<file path="src/hdl/blg_pkg.sv">
package blg_pkg;

  localparam int COORD_BITS = 10;
  localparam int COLOR_BITS = 16;
  localparam int ERR_BITS   = COORD_BITS + 2;

  typedef enum logic {
    OP_START   = 1'b0,
    OP_ADVANCE = 1'b1
  } blg_op_t;

  typedef struct packed {
    blg_op_t               opcode;
    logic [COORD_BITS-1:0] start_x;
    logic [COORD_BITS-1:0] start_y;
    logic [COORD_BITS-1:0] end_x;
    logic [COORD_BITS-1:0] end_y;
    logic [COLOR_BITS-1:0] line_color;
  } blg_in_t;

  typedef struct packed {
    logic [COORD_BITS-1:0] pixel_x;
    logic [COORD_BITS-1:0] pixel_y;
    logic [COLOR_BITS-1:0] pixel_color;
    logic                  last_pixel;
  } blg_out_t;

  // queue head as seen by the engine
  typedef struct packed {
    logic    valid;
    blg_in_t word;
  } blg_head_t;

endpackage

</file>
<file path="src/hdl/blg_queue.sv">
module blg_queue #(
  parameter int DEPTH = 2
) (
  input  logic             clk,
  input  logic             rst_n,
  input  logic             in_valid,
  output logic             in_ready,
  input  blg_pkg::blg_in_t in_word,
  output blg_pkg::blg_head_t head,
  input  logic             pop
);
  import blg_pkg::*;

  localparam int PW = (DEPTH > 1) ? $clog2(DEPTH) : 1;
  localparam int CW = $clog2(DEPTH + 1);
  localparam logic [PW-1:0] LAST_PTR = PW'(DEPTH - 1);
  localparam logic [CW-1:0] FULL_CNT = CW'(DEPTH);

  blg_in_t       slot_r [DEPTH];
  logic [PW-1:0] wr_ptr_r, wr_ptr_nxt;
  logic [PW-1:0] rd_ptr_r, rd_ptr_nxt;
  logic [CW-1:0] count_r, count_nxt;
  logic          push;
  logic          do_pop;

  assign in_ready   = (count_r != FULL_CNT);
  assign push       = in_valid && in_ready;
  assign head.valid = (count_r != '0);
  assign head.word  = slot_r[rd_ptr_r];
  assign do_pop     = pop && head.valid;

  always_comb begin
    wr_ptr_nxt = wr_ptr_r;
    rd_ptr_nxt = rd_ptr_r;
    count_nxt  = count_r;
    if (push) begin
      wr_ptr_nxt = (wr_ptr_r == LAST_PTR) ? '0 : wr_ptr_r + 1'b1;
    end
    if (do_pop) begin
      rd_ptr_nxt = (rd_ptr_r == LAST_PTR) ? '0 : rd_ptr_r + 1'b1;
    end
    case ({push, do_pop})
      2'b10:   count_nxt = count_r + 1'b1;
      2'b01:   count_nxt = count_r - 1'b1;
      default: count_nxt = count_r;
    endcase
  end

  always_ff @(posedge clk) begin
    if (push) begin
      slot_r[wr_ptr_r] <= in_word;
    end
  end

  always_ff @(posedge clk) begin
    if (!rst_n) begin
      wr_ptr_r <= '0;
      rd_ptr_r <= '0;
      count_r  <= '0;
    end else begin
      wr_ptr_r <= wr_ptr_nxt;
      rd_ptr_r <= rd_ptr_nxt;
      count_r  <= count_nxt;
    end
  end

  a_count_bound: assert property (@(posedge clk) disable iff (!rst_n)
    count_r <= FULL_CNT)
    else $error("queue count exceeds depth");

  a_ptr_gap: assert property (@(posedge clk) disable iff (!rst_n)
    (count_r == '0 || count_r == FULL_CNT) |-> (wr_ptr_r == rd_ptr_r))
    else $error("queue pointers disagree with count");

endmodule

</file>
<file path="src/hdl/blg_engine.sv">
module blg_engine (
  input  logic               clk,
  input  logic               rst_n,
  input  blg_pkg::blg_head_t head,
  output logic               pop,
  output logic               out_valid,
  input  logic               out_ready,
  output blg_pkg::blg_out_t  out_word
);
  import blg_pkg::*;

  localparam int E2_BITS = ERR_BITS + 1;

  logic [COORD_BITS-1:0] cur_x_r, cur_x_nxt, cur_y_r, cur_y_nxt;
  logic [COORD_BITS-1:0] tgt_x_r, tgt_x_nxt, tgt_y_r, tgt_y_nxt;
  logic [COORD_BITS-1:0] dx_r, dx_nxt, dy_r, dy_nxt;
  logic                  sxn_r, sxn_nxt, syn_r, syn_nxt;
  logic signed [ERR_BITS-1:0] err_r, err_nxt;
  logic [COLOR_BITS-1:0] color_r, color_nxt;
  logic                  busy_r, busy_nxt;
  logic                  out_valid_r;
  blg_out_t              out_word_r;

  logic                  res_valid;
  blg_out_t              res;
  logic signed [E2_BITS-1:0] e2, dx_s, dy_s;
  logic                  step_x, step_y;
  logic [COORD_BITS-1:0] nx, ny;
  logic                  x_lt, y_lt;
  logic [COORD_BITS-1:0] adx, ady;

  assign pop       = head.valid && (!out_valid_r || out_ready);
  assign out_valid = out_valid_r;
  assign out_word  = out_word_r;

  assign x_lt = head.word.start_x < head.word.end_x;
  assign y_lt = head.word.start_y < head.word.end_y;
  assign adx  = x_lt ? head.word.end_x - head.word.start_x
                     : head.word.start_x - head.word.end_x;
  assign ady  = y_lt ? head.word.end_y - head.word.start_y
                     : head.word.start_y - head.word.end_y;

  assign e2     = {err_r, 1'b0};
  assign dx_s   = $signed({{(E2_BITS-COORD_BITS){1'b0}}, dx_r});
  assign dy_s   = $signed({{(E2_BITS-COORD_BITS){1'b0}}, dy_r});
  assign step_x = e2 > -dy_s;
  assign step_y = e2 < dx_s;
  assign nx     = step_x ? (sxn_r ? cur_x_r - 1'b1 : cur_x_r + 1'b1) : cur_x_r;
  assign ny     = step_y ? (syn_r ? cur_y_r - 1'b1 : cur_y_r + 1'b1) : cur_y_r;

  always_comb begin
    cur_x_nxt = cur_x_r;
    cur_y_nxt = cur_y_r;
    tgt_x_nxt = tgt_x_r;
    tgt_y_nxt = tgt_y_r;
    dx_nxt    = dx_r;
    dy_nxt    = dy_r;
    sxn_nxt   = sxn_r;
    syn_nxt   = syn_r;
    err_nxt   = err_r;
    color_nxt = color_r;
    busy_nxt  = busy_r;
    res_valid = 1'b0;
    res       = '0;
    if (pop) begin
      case (head.word.opcode)
        OP_START: begin
          cur_x_nxt = head.word.start_x;
          cur_y_nxt = head.word.start_y;
          tgt_x_nxt = head.word.end_x;
          tgt_y_nxt = head.word.end_y;
          dx_nxt    = adx;
          dy_nxt    = ady;
          sxn_nxt   = !x_lt;
          syn_nxt   = !y_lt;
          err_nxt   = $signed({2'b00, adx}) - $signed({2'b00, ady});
          color_nxt = head.word.line_color;
          busy_nxt  = (adx != '0) || (ady != '0);
          res_valid       = 1'b1;
          res.pixel_x     = head.word.end_x;
          res.pixel_y     = head.word.end_y;
          res.pixel_color = head.word.line_color;
          res.last_pixel  = (adx == '0) && (ady == '0);
        end
        default: begin
          if (busy_r) begin
            // emit current pixel, then take one step toward the end
            cur_x_nxt = nx;
            cur_y_nxt = ny;
            err_nxt   = err_r - (step_x ? $signed({2'b00, dy_r}) : ERR_BITS'(0))
                              + (step_y ? $signed({2'b00, dx_r}) : ERR_BITS'(0));
            busy_nxt  = !((nx == tgt_x_r) && (ny == tgt_y_r));
            res_valid       = 1'b1;
            res.pixel_x     = cur_x_r;
            res.pixel_y     = cur_y_r;
            res.pixel_color = color_r;
            res.last_pixel  = (nx == tgt_x_r) && (ny == tgt_y_r);
          end
        end
      endcase
    end
  end

  always_ff @(posedge clk) begin
    if (!rst_n) begin
      cur_x_r     <= '0;
      cur_y_r     <= '0;
      tgt_x_r     <= '0;
      tgt_y_r     <= '0;
      dx_r        <= '0;
      dy_r        <= '0;
      sxn_r       <= 1'b0;
      syn_r       <= 1'b0;
      err_r       <= '0;
      color_r     <= '0;
      busy_r      <= 1'b0;
      out_valid_r <= 1'b0;
    end else begin
      cur_x_r <= cur_x_nxt;
      cur_y_r <= cur_y_nxt;
      tgt_x_r <= tgt_x_nxt;
      tgt_y_r <= tgt_y_nxt;
      dx_r    <= dx_nxt;
      dy_r    <= dy_nxt;
      sxn_r   <= sxn_nxt;
      syn_r   <= syn_nxt;
      err_r   <= err_nxt;
      color_r <= color_nxt;
      busy_r  <= busy_nxt;
      if (res_valid) begin
        out_valid_r <= 1'b1;
      end else if (out_ready) begin
        out_valid_r <= 1'b0;
      end
    end
  end

  always_ff @(posedge clk) begin
    if (res_valid) begin
      out_word_r <= res;
    end
  end

  a_no_overwrite: assert property (@(posedge clk) disable iff (!rst_n)
    (out_valid_r && !out_ready) |-> !pop)
    else $error("pending word would be overwritten");

  a_last_idles: assert property (@(posedge clk) disable iff (!rst_n)
    (res_valid && res.last_pixel) |=> !busy_r)
    else $error("generator still busy after last pixel");

  a_idle_advance: assert property (@(posedge clk) disable iff (!rst_n)
    (pop && head.word.opcode == OP_ADVANCE && !busy_r) |=> !out_valid_r)
    else $error("advance while idle produced a word");

endmodule

</file>
<file path="src/hdl/bresenham_line_generator_core.sv">
// Bresenham line generator. Send a start word (opcode 0) with both endpoints
// and a color: the end pixel comes out first, flagged last when the line is a
// single point. Each advance word (opcode 1) then yields the next pixel from
// the start toward the end, the end itself excluded; last_pixel marks the
// final one. An advance while no line is running yields nothing, and a start
// drops any running line. Words enter a small queue and are executed at one
// per cycle by the error-update stage unless the output stalls, so the block
// sustains one word per clock, passing each through the queue and then the
// output register; the compare-and-add on the error term sets that rate.
module bresenham_line_generator_core #(
  parameter int QUEUE_DEPTH = 2
) (
  input  logic              clk,
  input  logic              rst_n,
  input  logic              in_valid,
  output logic              in_ready,
  input  blg_pkg::blg_in_t  in_word,
  output logic              out_valid,
  input  logic              out_ready,
  output blg_pkg::blg_out_t out_word
);
  import blg_pkg::*;

  blg_head_t head;
  logic      pop;

  blg_queue #(
    .DEPTH(QUEUE_DEPTH)
  ) u_queue (
    .clk      (clk),
    .rst_n    (rst_n),
    .in_valid (in_valid),
    .in_ready (in_ready),
    .in_word  (in_word),
    .head     (head),
    .pop      (pop)
  );

  blg_engine u_engine (
    .clk       (clk),
    .rst_n     (rst_n),
    .head      (head),
    .pop       (pop),
    .out_valid (out_valid),
    .out_ready (out_ready),
    .out_word  (out_word)
  );

endmodule
</file>
<file path="config.mk">
export PLATFORM = sky130hd
export DESIGN_NAME = bresenham_line_generator_core
export DESIGN_NICKNAME = d
export VERILOG_FILES = /design/src/hdl/blg_pkg.sv /design/src/hdl/blg_queue.sv /design/src/hdl/blg_engine.sv /design/src/hdl/bresenham_line_generator_core.sv
export SDC_FILE = /design/constraint.sdc
export NUM_CORES = 1
export LEC_CHECK = 0
export BUFFER_PORTS_ARGS = -buffer_cell sky130_fd_sc_hd__buf_2
export CAP_MARGIN = 40
export CORE_MARGIN = 5
export CORE_UTILIZATION = 60
export DETAILED_ROUTE_END_ITERATION = 8
export PLACE_DENSITY_LB_ADDON = 0.2
export RECOVER_POWER = 25
export SLEW_MARGIN = 20
export SYNTH_ARGS = -nofsm -noshare
export SYNTH_HDL_FRONTEND = slang
export SYNTH_SLANG_ARGS = --single-unit
</file>
<file path="constraint.sdc">
create_clock -name clk -period 9.4 [get_ports clk]
set_clock_uncertainty 0.05 [all_clocks]
set_input_delay 1.88 -clock clk [delete_from_list [all_inputs] [get_ports clk]]
set_output_delay 1.88 -clock clk [all_outputs]
set_load 0.01 [all_outputs]
</file>
==> impl_metrics.py, run 1 <==
metrics = {
    "run_status": {
        "status": "finished, final reports clean",
    },
    "synthesis": {
        "ys_ff_latch": 248,
        "synth_area_leaders": "edfxtp_1, dfxtp_1, ha_1",
        "synth_top_area_share_pct": 31.1,
        "synth_flop_cell": "edfxtp_1",
        "syn_area_mm2": 0.0146,
        "yosysSeqAreaShare_pct": 44.4,
        "synth_nets": 1630,
        "synth_top_area_cell": "edfxtp_1",
        "synthCells": 1452,
        "ys_types": 79,
        "yosysWarnings": 0,
        "synth-edff-count": 151,
        "avgSynthCellArea_um2": 10.0,
        "async_flop_share_pct": 0,
    },
    "sta": {
        "setup_ws_ns": 3.29,
        "finalCritPeriodShare_pct": 65.0,
        "slew-limit-headroom_pct": 39.8,
        "final_max_slew_viol_count": 0,
        "hold_viol_final": 0,
        "period_minus_slack_ns": 6.11,
        "fmaxAchievable_mhz": 164,
        "tightestPinTransition_ns": 0.903,
        "rsz0062_at_grt": "false",
        "setup_violations": 0,
        "fin_tns_setup_ns": 0,
    },
    "die": {
        "die_area_mm2": 0.0275,
        "fp.dieH_um": 166,
        "num_rows": 57,
        "initial_core_util_pct": 60.5,
        "coreArea_mm2": 0.0241,
        "die_w_um": 166,
        "ios": 100,
    },
    "placed_design": {
        "hpwlAfterDp_um": 26500,
        "port_buffers": 99,
        "gp_congestion": 0.917,
        "pre_cts_ws_ns": 3.17,
    },
    "finish": {
        "drive_gt1_share_pct": 11.0,
        "fillers": 1919,
        "final_nets": 1706,
        "post-route-util_pct": 67.7,
        "diodes": 0,
        "multi_input_area_mm2": 0.00738,
        "syn2layout_area_growth_pct": 12.0,
        "regArea_mm2": 0.00648,
        "final_cell_mix": "nor2_1, edfxtp_1, inv_1, a211oi_1, ha_1",
        "layout_commonest_cell": "nor2_1",
    },
    "route": {
        "viasPerCell": 6.08,
        "wire_per_inst_um": 20.0,
        "wl_um": 37400,
        "first_pass_iters": 5,
        "drtIter0Drc": 1073,
        "ant_nets": 0,
        "drc": 0,
        "vias": 11400,
    },
    "cts": {
        "cts.sinks": 248,
        "clock-root-buffer": "clkbuf_16",
        "hold_buffers": 0,
        "post_cts_buffers": 0,
        "clock_path_buffers": 3,
        "clk_pin_slew_worst_paths_ns": 0.06,
        "clk_latency_ns": 0.55,
        "cts_buffers": 27,
        "cts_max_level": 1,
        "post_cts_resized": 0,
        "cts_tree": "built",
    },
    "critical_path": {
        "slowest_delay_ns": 0.69,
        "cp_cell_sequence": "buf_4, mux2i_1, ha_1, inv_1, a2111oi_4, a2111oi_4, buf_4, mux2i_1, xor2_1, inv_1, ha_1, nor2b_1, o21ai_0, a21oi_1, o21ai_0, a21boi_0, o21a_1, o21a_1, o21ai_0, a21oi_1, a221oi_1",
        "crit_type": "reg -> reg",
        "worst_setup_path_end_kind": "register",
        "worstPathRequired_ns": 9.79,
        "worst_path_max_delay_cell": "dfxtp_4",
        "cp_data_arrival_time_ns": 6.50,
        "crit_fanout": 32,
        "crit_top_cell": "o21ai_0",
        "cp-start-kind": "register",
    },
    "global_route": {
        "grt_pass1_vias": 11200,
        "grt_max_degree": 76,
        "grt_usage_pct": 26.6,
        "grt.overflow.total": 0,
        "grt_pass1_wl_um": 60400,
        "antenna_found_initial": 0,
    },
    "job": {
        "drv_cap": 0,
    },
    "min_path": {
        "hold_path.class": "reg -> reg",
    },
}
==> critical path, delay by kind of cell, from the launching register on <==
kind / cells / cell delay [ns]
xor gates and xnor gates: 1 / 0.30
DFF: 1 / 0.69
muxes: 2 / 0.71
AOI/OAI and AO/OA: 11 / 2.23
and+or+nand+nor: 1 / 0.15
adders and majority gates: 2 / 0.70
buffers and inverters: 4 / 1.16
==> per-stage QoR <==
step                      hold slack [ns]  cell area, µm²  std cells
final                               0.427           16300       1873
after global routing                0.451           16300       1873
after CTS                           0.428           16300       1870
after detailed placement            0.420           15400       1820
after global placement              0.413           15300       1817
after floorplan                     0.400           14600       1452
==> area by class of cell <==
cell class	count	share of cell area, %
Clock buffer	32	4.38
Tap cell	324	2.48
Clock inverter	18	1.30
Inverter	127	2.92
Sequential cell	248	39.7
Multi-Input combinational cell	1007	45.2
Timing Repair Buffer	117	3.99
==> cell families after synthesis <==
group / after synthesis / synth area share (%)
compound gates: 370 / 17.3
xor+xnor: 71 / 4.52
fa+ha+maj: 117 / 10.9
buf+inv: 197 / 5.22
flops: 248 / 44.4
mux: 80 / 5.64
simple gates: 369 / 11.9
==> path summary, 6_finish.rpt <==
| check | start | end | slack, ns | cells after the start |
|---|---|---|---|---|
| hold reg to reg | u_engine.dx_r[9]$_SDFFE_PN0P_ | u_engine.dx_r[9]$_SDFFE_PN0P_ | 0.43 | 2 |
| hold / removal | u_engine.dx_r[9]$_SDFFE_PN0P_ | u_engine.dx_r[9]$_SDFFE_PN0P_ | 0.43 | 2 |
| setup / recovery | register | u_engine.err_r[10]$_SDFFE_PN0P_ | 3.29 | 21 |
| setup reg to reg | register | u_engine.err_r[10]$_SDFFE_PN0P_ | 3.29 | 21 |
==> cell usage after synthesis, drive strengths merged (14+ instances only) <==
library cell,n
mux2i,66
xor2,30
edfxtp,151
nand3,16
nor2,172
dfxtp,97
and2,14
nor3,25
clkbuf,47
inv,126
fa,17
buf,23
o21ai,59
xnor2,39
a21oi,89
mux2,14
a211oi,112
ha,100
nand2,59
==> sequential cells by signal, summed over array words and instances (netlist names), 2 cells and up, named ones only <==
| name | cells |
|---|---|
| u_engine.dy_r | 10 |
| u_engine.cur_x_r | 10 |
| u_engine.dx_r | 10 |
| u_engine.err_r | 12 |
| u_engine.tgt_x_r | 10 |
| u_engine.cur_y_r | 10 |
| u_queue.slot_r | 114 |
| u_engine.tgt_y_r | 10 |
| u_engine.out_word | 37 |
| u_queue.count_r | 2 |
| u_engine.color_r | 16 |
==> layer usage <==
metal	up-vias	global-route usage [%]	routed length [µm]
li1	5417	-	-
met1	5485	38.1	16500
met2	413	43.2	17500
met3	68	3.71	2460
met4	0	6.74	929
met5	-	0	0
Power of run 1 is left out: the tool's default activity adds up to more than one toggle a clock period on the data nets, which glitch-free logic cannot reach.
==> run 2, diff against run 1 <==
==> constraint.sdc (replaced) <==
create_clock -name clk -period 6 [get_ports clk]
set_clock_uncertainty 0.05 [all_clocks]
set_input_delay 1.2 -clock clk [delete_from_list [all_inputs] [get_ports clk]]
set_output_delay 1.2 -clock clk [all_outputs]
set_load 0.01 [all_outputs]
==> impl_metrics.py, run 2 (synthesized netlist as in run 1, its figures left out) <==
metrics = {
    "finish": {
        "largest_reg_flops": 114,
        "drive_gt1_share_pct": 12.3,
        "multi_input_area_mm2": 0.00739,
        "fillers": 1940,
        "final_nets": 1731,
        "regArea_mm2": 0.00648,
        "final_cell_mix": "nor2_1, edfxtp_1, inv_1, a211oi_1, ha_1",
        "top_register": "u_queue.slot_r",
        "final_area_mm2": 0.0165,
        "diodes": 0,
        "syn2layout_area_growth_pct": 13.3,
        "layout_commonest_cell": "nor2_1",
    },
    "route": {
        "drtIter0Drc": 954,
        "wire_per_inst_um": 19.6,
        "drc": 0,
        "wl_um": 37100,
        "viasPerCell": 6.00,
        "first_pass_iters": 5,
        "vias": 11400,
        "ant_nets": 0,
    },
    "sta": {
        "fin_tns_setup_ns": 0,
        "hold_viol_final": 0,
        "slew-limit-headroom_pct": 43.7,
        "finalCritPeriodShare_pct": 93.4,
        "rsz0062_at_grt": "false",
        "period_minus_slack_ns": 5.60,
        "fmaxAchievable_mhz": 178,
        "tightestPinTransition_ns": 0.845,
        "setup_violations": 0,
        "final_max_slew_viol_count": 0,
    },
    "placed_design": {
        "hpwlAfterDp_um": 26400,
        "place_area_mm2": 0.0156,
        "gp_congestion": 0.976,
        "port_buffers": 99,
    },
    "global_route": {
        "grtUsageMet2_pct": 43.5,
        "grt_usage_pct": 26.3,
        "grt.overflow.total": 0,
        "grt_max_degree": 76,
        "grt_pass1_vias": 11200,
        "met3_usage_pct": 4.00,
        "grt_pass1_wl_um": 59700,
        "antenna_found_initial": 2,
        "top_usage_layer": "met2",
        "use_met1_pct": 36.9,
    },
    "cts": {
        "clk_latency_ns": 0.54,
        "clock-root-buffer": "clkbuf_16",
        "clock_path_buffers": 3,
        "cts_buffers": 27,
        "hold_buffers": 0,
        "cts.sinks": 248,
        "cts_tree": "built",
        "cts_max_level": 1,
        "clk_pin_slew_worst_paths_ns": 0.06,
    },
    "critical_path": {
        "crit_fanout": 31,
        "crit_type": "reg -> reg",
        "cp-start-kind": "register",
        "worst_setup_path_end_kind": "register",
        "crit_end": "u_engine.err_r[10]$_SDFFE_PN0P_",
        "r2r_slack_ns": 0.40,
        "rr_endpoint": "u_engine.err_r[10]$_SDFFE_PN0P_",
        "reg2reg_depth": 20,
        "cp_data_arrival_time_ns": 5.99,
        "worstPathRequired_ns": 6.39,
    },
    "min_path": {
        "min_from": "u_engine.dx_r[9]$_SDFFE_PN0P_",
        "hold_path.class": "reg -> reg",
    },
    "job": {
        "drv_cap": 0,
    },
    "die": {
        "fp.dieH_um": 166,
        "num_rows": 57,
        "ios": 100,
        "die_area_mm2": 0.0275,
        "coreArea_mm2": 0.0241,
        "die_w_um": 166,
        "initial_core_util_pct": 60.5,
    },
    "run_status": {
        "status": "finished, final reports clean",
    },
}
## run 2: changes by cell type in the layout (fill, tap and decap cells not counted)
cell,delta
nor4_1,-1
clkinvlp_4,-3
clkbuf_8,+2
buf_2,-1
buf_12,-1
clkbuf_1,+3
buf_4,+26
mux2i_1,-1
clkinv_2,-2
mux2i_2,+1
nor4_2,+1
clkinv_1,+1
## run 2: worst min-delay path by stage
stage / slack [ns] / cells after the start / end
2_1_floorplan: 0.40 / 2 / u_engine.dx_r[6]$_SDFFE_PN0P_
3_3_place_gp: 0.41 / 2 / u_engine.dx_r[6]$_SDFFE_PN0P_
3_5_place_dp: 0.42 / 2 / u_engine.dx_r[9]$_SDFFE_PN0P_
4_1_cts: 0.43 / 2 / u_engine.dx_r[9]$_SDFFE_PN0P_
5_1_grt: 0.45 / 2 / u_engine.dx_r[8]$_SDFFE_PN0P_
6_report: 0.43 / 2 / u_engine.dx_r[9]$_SDFFE_PN0P_
## run 2: metrics by stage
step | std cells | hold slack, ns | utilization (%) | worst slack [ns]
after floorplan | 1452 | 0.400 | - | 0.605
after global placement | 1845 | 0.412 | 64.5 | 0.576
after detailed placement | 1846 | 0.419 | 64.6 | 0.442
after CTS | 1896 | 0.428 | 68.5 | 0.389
after global routing | 1898 | 0.454 | 68.5 | 0.0395
final | 1898 | 0.427 | 68.5 | 0.395
## run 2: critical path, stage by stage (launching register included)
cell       delay [ns]
dfxtp_4          0.68
mux2i_1          0.48
inv_1            0.16
fa_1             0.44
nand3_1          0.19
a2111oi_4        0.12
a2111oi_4        0.40
mux2i_1          0.28
xor2_1           0.36
inv_1            0.09
ha_1             0.33
nor2b_1          0.15
o21ai_0          0.23
a21oi_1          0.13
o21ai_0          0.25
a21boi_0         0.16
o21a_1           0.21
o21a_1           0.18
o21ai_0          0.15
a21oi_1          0.14
a221oi_1         0.30
## run 2: area by class of cell
class	count	area share [%]
Timing Repair Buffer	142	5.00
Clock buffer	36	4.54
Inverter	127	2.89
Multi-Input combinational cell	1007	44.7
Tap cell	324	2.46
Clock inverter	14	1.11
Sequential cell	248	39.3
## run 2: metal layers
layer	wire length [µm]	part of all wire, %
met5	9	0.024
met4	791	2.1
met3	3030	8.2
met2	17600	47
met1	15700	42
## run 2: what timing repair did
item | 4_1_cts | 5_1_grt
buffers inserted | 0 | 1
gates resized for setup | 0 | 2
endpoints found under the setup margin | 0 | 2
Power of run 2 is left out for the same reason.
==> run 3, diff against run 2 <==
--- a/config.mk
+++ b/config.mk
@@ -5,6 +5,7 @@
 export SDC_FILE = /design/constraint.sdc
 export NUM_CORES = 1
 export LEC_CHECK = 0
+export ABC_AREA = 1
 export BUFFER_PORTS_ARGS = -buffer_cell sky130_fd_sc_hd__buf_2
 export CAP_MARGIN = 40
 export CORE_MARGIN = 5
==> constraint.sdc (replaced) <==
create_clock -name clk -period 6 [get_ports clk]
set_clock_uncertainty 0.05 [all_clocks]
set_input_delay 1.2 -clock clk [delete_from_list [all_inputs] [get_ports clk]]
set_output_delay 1.2 -clock clk [all_outputs]
set_load 0.05 [all_outputs]
==> impl_metrics.py, run 3 <==
metrics = {
    "synthesis": {
        "yosysWarnings": 0,
        "synth_nets": 1984,
        "synth_top_area_share_pct": 30.6,
        "yosysMostFrequentCell": "nand2_1",
        "syn_area_mm2": 0.0148,
        "synth_top_family_by_area": "simple AND/OR/NAND/NOR gates",
        "synth_mux_area_share_pct": 1.50,
        "synth_top_area_cell": "edfxtp_1",
        "synth_compound_area_share_pct": 12.4,
        "synth-edff-count": 151,
        "yosys.area_share.simple_pct": 19.8,
        "synth_area_leaders": "edfxtp_1, dfxtp_1, nand2_1",
        "synth_flop_cell": "edfxtp_1",
        "synth_xor_area_share_pct": 3.07,
        "synth_common_cells": "nand2_1, inv_1, a21oi_1",
        "ys_types": 50,
        "avgSynthCellArea_um2": 8.20,
        "ys_ff_latch": 248,
        "yosysSeqAreaShare_pct": 43.7,
        "synth_fa_ha_area_share_pct": 10.7,
        "synthCells": 1806,
        "async_flop_share_pct": 0,
    },
    "route": {
        "first_pass_iters": 5,
        "drc": 0,
        "wire_per_inst_um": 17.3,
        "vias": 12400,
        "wl_um": 38700,
        "viasPerCell": 5.55,
        "drtIter0Drc": 1285,
        "ant_nets": 0,
    },
    "placed_design": {
        "place_area_mm2": 0.0156,
        "dp_cells": 2181,
        "gp_congestion": 0.933,
        "port_buffers": 99,
        "hpwlAfterDp_um": 27900,
    },
    "cts": {
        "clk_pin_slew_worst_paths_ns": 0.07,
        "clock-root-buffer": "clkbuf_16",
        "post_cts_resized": 0,
        "cts_buffers": 27,
        "post_cts_buffers": 0,
        "cts_max_level": 1,
        "hold_buffers": 0,
        "clk_latency_ns": 0.56,
        "cts_tree": "built",
        "cts.sinks": 248,
        "clock_path_buffers": 3,
    },
    "critical_path": {
        "worst_setup_path_end_kind": "register",
        "crit_type": "reg -> reg",
        "slowest_delay_ns": 0.51,
        "cp_data_arrival_time_ns": 5.75,
        "worstPathRequired_ns": 6.39,
        "cp-start-kind": "register",
        "crit_top_cell": "nor2_1",
        "worst_path_max_delay_cell": "fa_1",
        "crit_fanout": 24,
    },
    "finish": {
        "diodes": 0,
        "final_cell_mix": "nand2_1, inv_1, a21oi_1, edfxtp_1, o21ai_0",
        "final_area_mm2": 0.0165,
        "largest_reg_flops": 114,
        "drive_gt1_share_pct": 9.69,
        "layout_commonest_cell": "nand2_1",
        "syn2layout_area_growth_pct": 11.3,
        "final_cells": 2233,
        "top_register": "u_queue.slot_r",
        "final_nets": 2066,
    },
    "sta": {
        "tightestPinTransition_ns": 0.816,
        "fmaxAchievable_mhz": 187,
        "period_minus_slack_ns": 5.36,
        "final_max_slew_viol_count": 0,
        "rsz0062_at_grt": "false",
        "hold_viol_final": 0,
        "fin_tns_setup_ns": 0,
        "slew-limit-headroom_pct": 45.0,
        "setup_violations": 0,
        "finalCritPeriodShare_pct": 89.3,
    },
    "die": {
        "ios": 100,
        "fp.dieH_um": 167,
        "coreArea_mm2": 0.0243,
        "initial_core_util_pct": 60.9,
        "die_w_um": 167,
        "die_area_mm2": 0.0279,
        "num_rows": 57,
    },
    "global_route": {
        "grt_max_degree": 76,
        "grt_pass1_vias": 11900,
        "grt.overflow.total": 0,
        "grt_pass1_wl_um": 61900,
        "antenna_found_initial": 0,
        "grt_usage_pct": 27.2,
    },
    "job": {
        "drv_cap": 0,
    },
    "run_status": {
        "status": "finished, final reports clean",
    },
    "min_path": {
        "hold_path.class": "reg -> reg",
    },
}
==> run 3: cell count changes after synthesis, moves of 27 or more <==
cell      before  now
o21ai_0       54  134
nand3_1       16   77
nand2_1       59  456
inv_1        125  264
xnor2_1       38   11
a21oi_1       86  157
mux2i_1       66    2
nor2_1       172   90
a211oi_1     112    7
==> run 3: layout make-up <==
class / instances / area, µm²
Fill cell: 2012 / 7830
Multi-Input combinational cell: 1224 / 7080
Sequential cell: 248 / 6480
Inverter: 271 / 1020
Clock buffer: 29 / 683
Timing Repair Buffer: 116 / 611
Tap cell: 324 / 405
Clock inverter: 21 / 218
==> run 3: per-layer routing <==
metal / GRT usage, % / vias to the layer above / part of all wire [%]
met5: 0 / - / 0
met4: 6.87 / 0 / 2.5
met3: 3.72 / 65 / 7.4
met2: 44.8 / 445 / 46
met1: 38.4 / 5778 / 44
li1: - / 6106 / -
==> run 3: critical path, delay by kind of cell (launching register included) <==
family / cells / cell delay (ns)
DFF: 1 / 0.33
adders and majority gates: 4 / 1.45
buffers and inverters: 3 / 0.21
AOI/OAI and AO/OA: 4 / 0.62
and+or+nand+nor: 18 / 2.56
==> run 3: path summary, 6_finish.rpt <==
kind | cells past startpoint | startpoint | slack [ns] | end
worst max-delay path | 29 | u_engine.dy_r[0]$_SDFFE_PN0P_ | 0.64 | u_engine.err_r[8]$_SDFFE_PN0P_
worst min-delay path | 1 | u_queue.rd_ptr_r$_SDFFE_PN0P_ | 0.41 | register
worst max register to register | 29 | u_engine.dy_r[0]$_SDFFE_PN0P_ | 0.64 | u_engine.err_r[8]$_SDFFE_PN0P_
worst min register to register | 1 | u_queue.rd_ptr_r$_SDFFE_PN0P_ | 0.41 | register
==> run 3: logic make-up (layout without fill, tap and decap cells) <==
logic type,Yosys count,count (layout)
AND/OR/NAND/NOR,694,694
AO/OA/AOI/OAI,342,342
buffers and inverters,334,437
flip-flops,248,248
adder cells (fa/ha/maj),117,117
XOR/XNOR,51,51
multiplexers,20,20
==> run 3: stage by stage <==
| step | utilization [%] | hold WS (ns) | setup WS, ns |
|---|---|---|---|
| 6_report | 67.8 | 0.412 | 0.642 |
| 3_5_place_dp | 64.1 | 0.396 | 0.709 |
| 5_1_grt | 67.8 | 0.427 | 0.143 |
| 4_1_cts | 67.8 | 0.402 | 0.689 |
| 3_3_place_gp | 64.1 | 0.388 | 0.850 |
| 2_1_floorplan | - | 0.375 | 0.962 |
Power of run 3 is left out for the same reason.
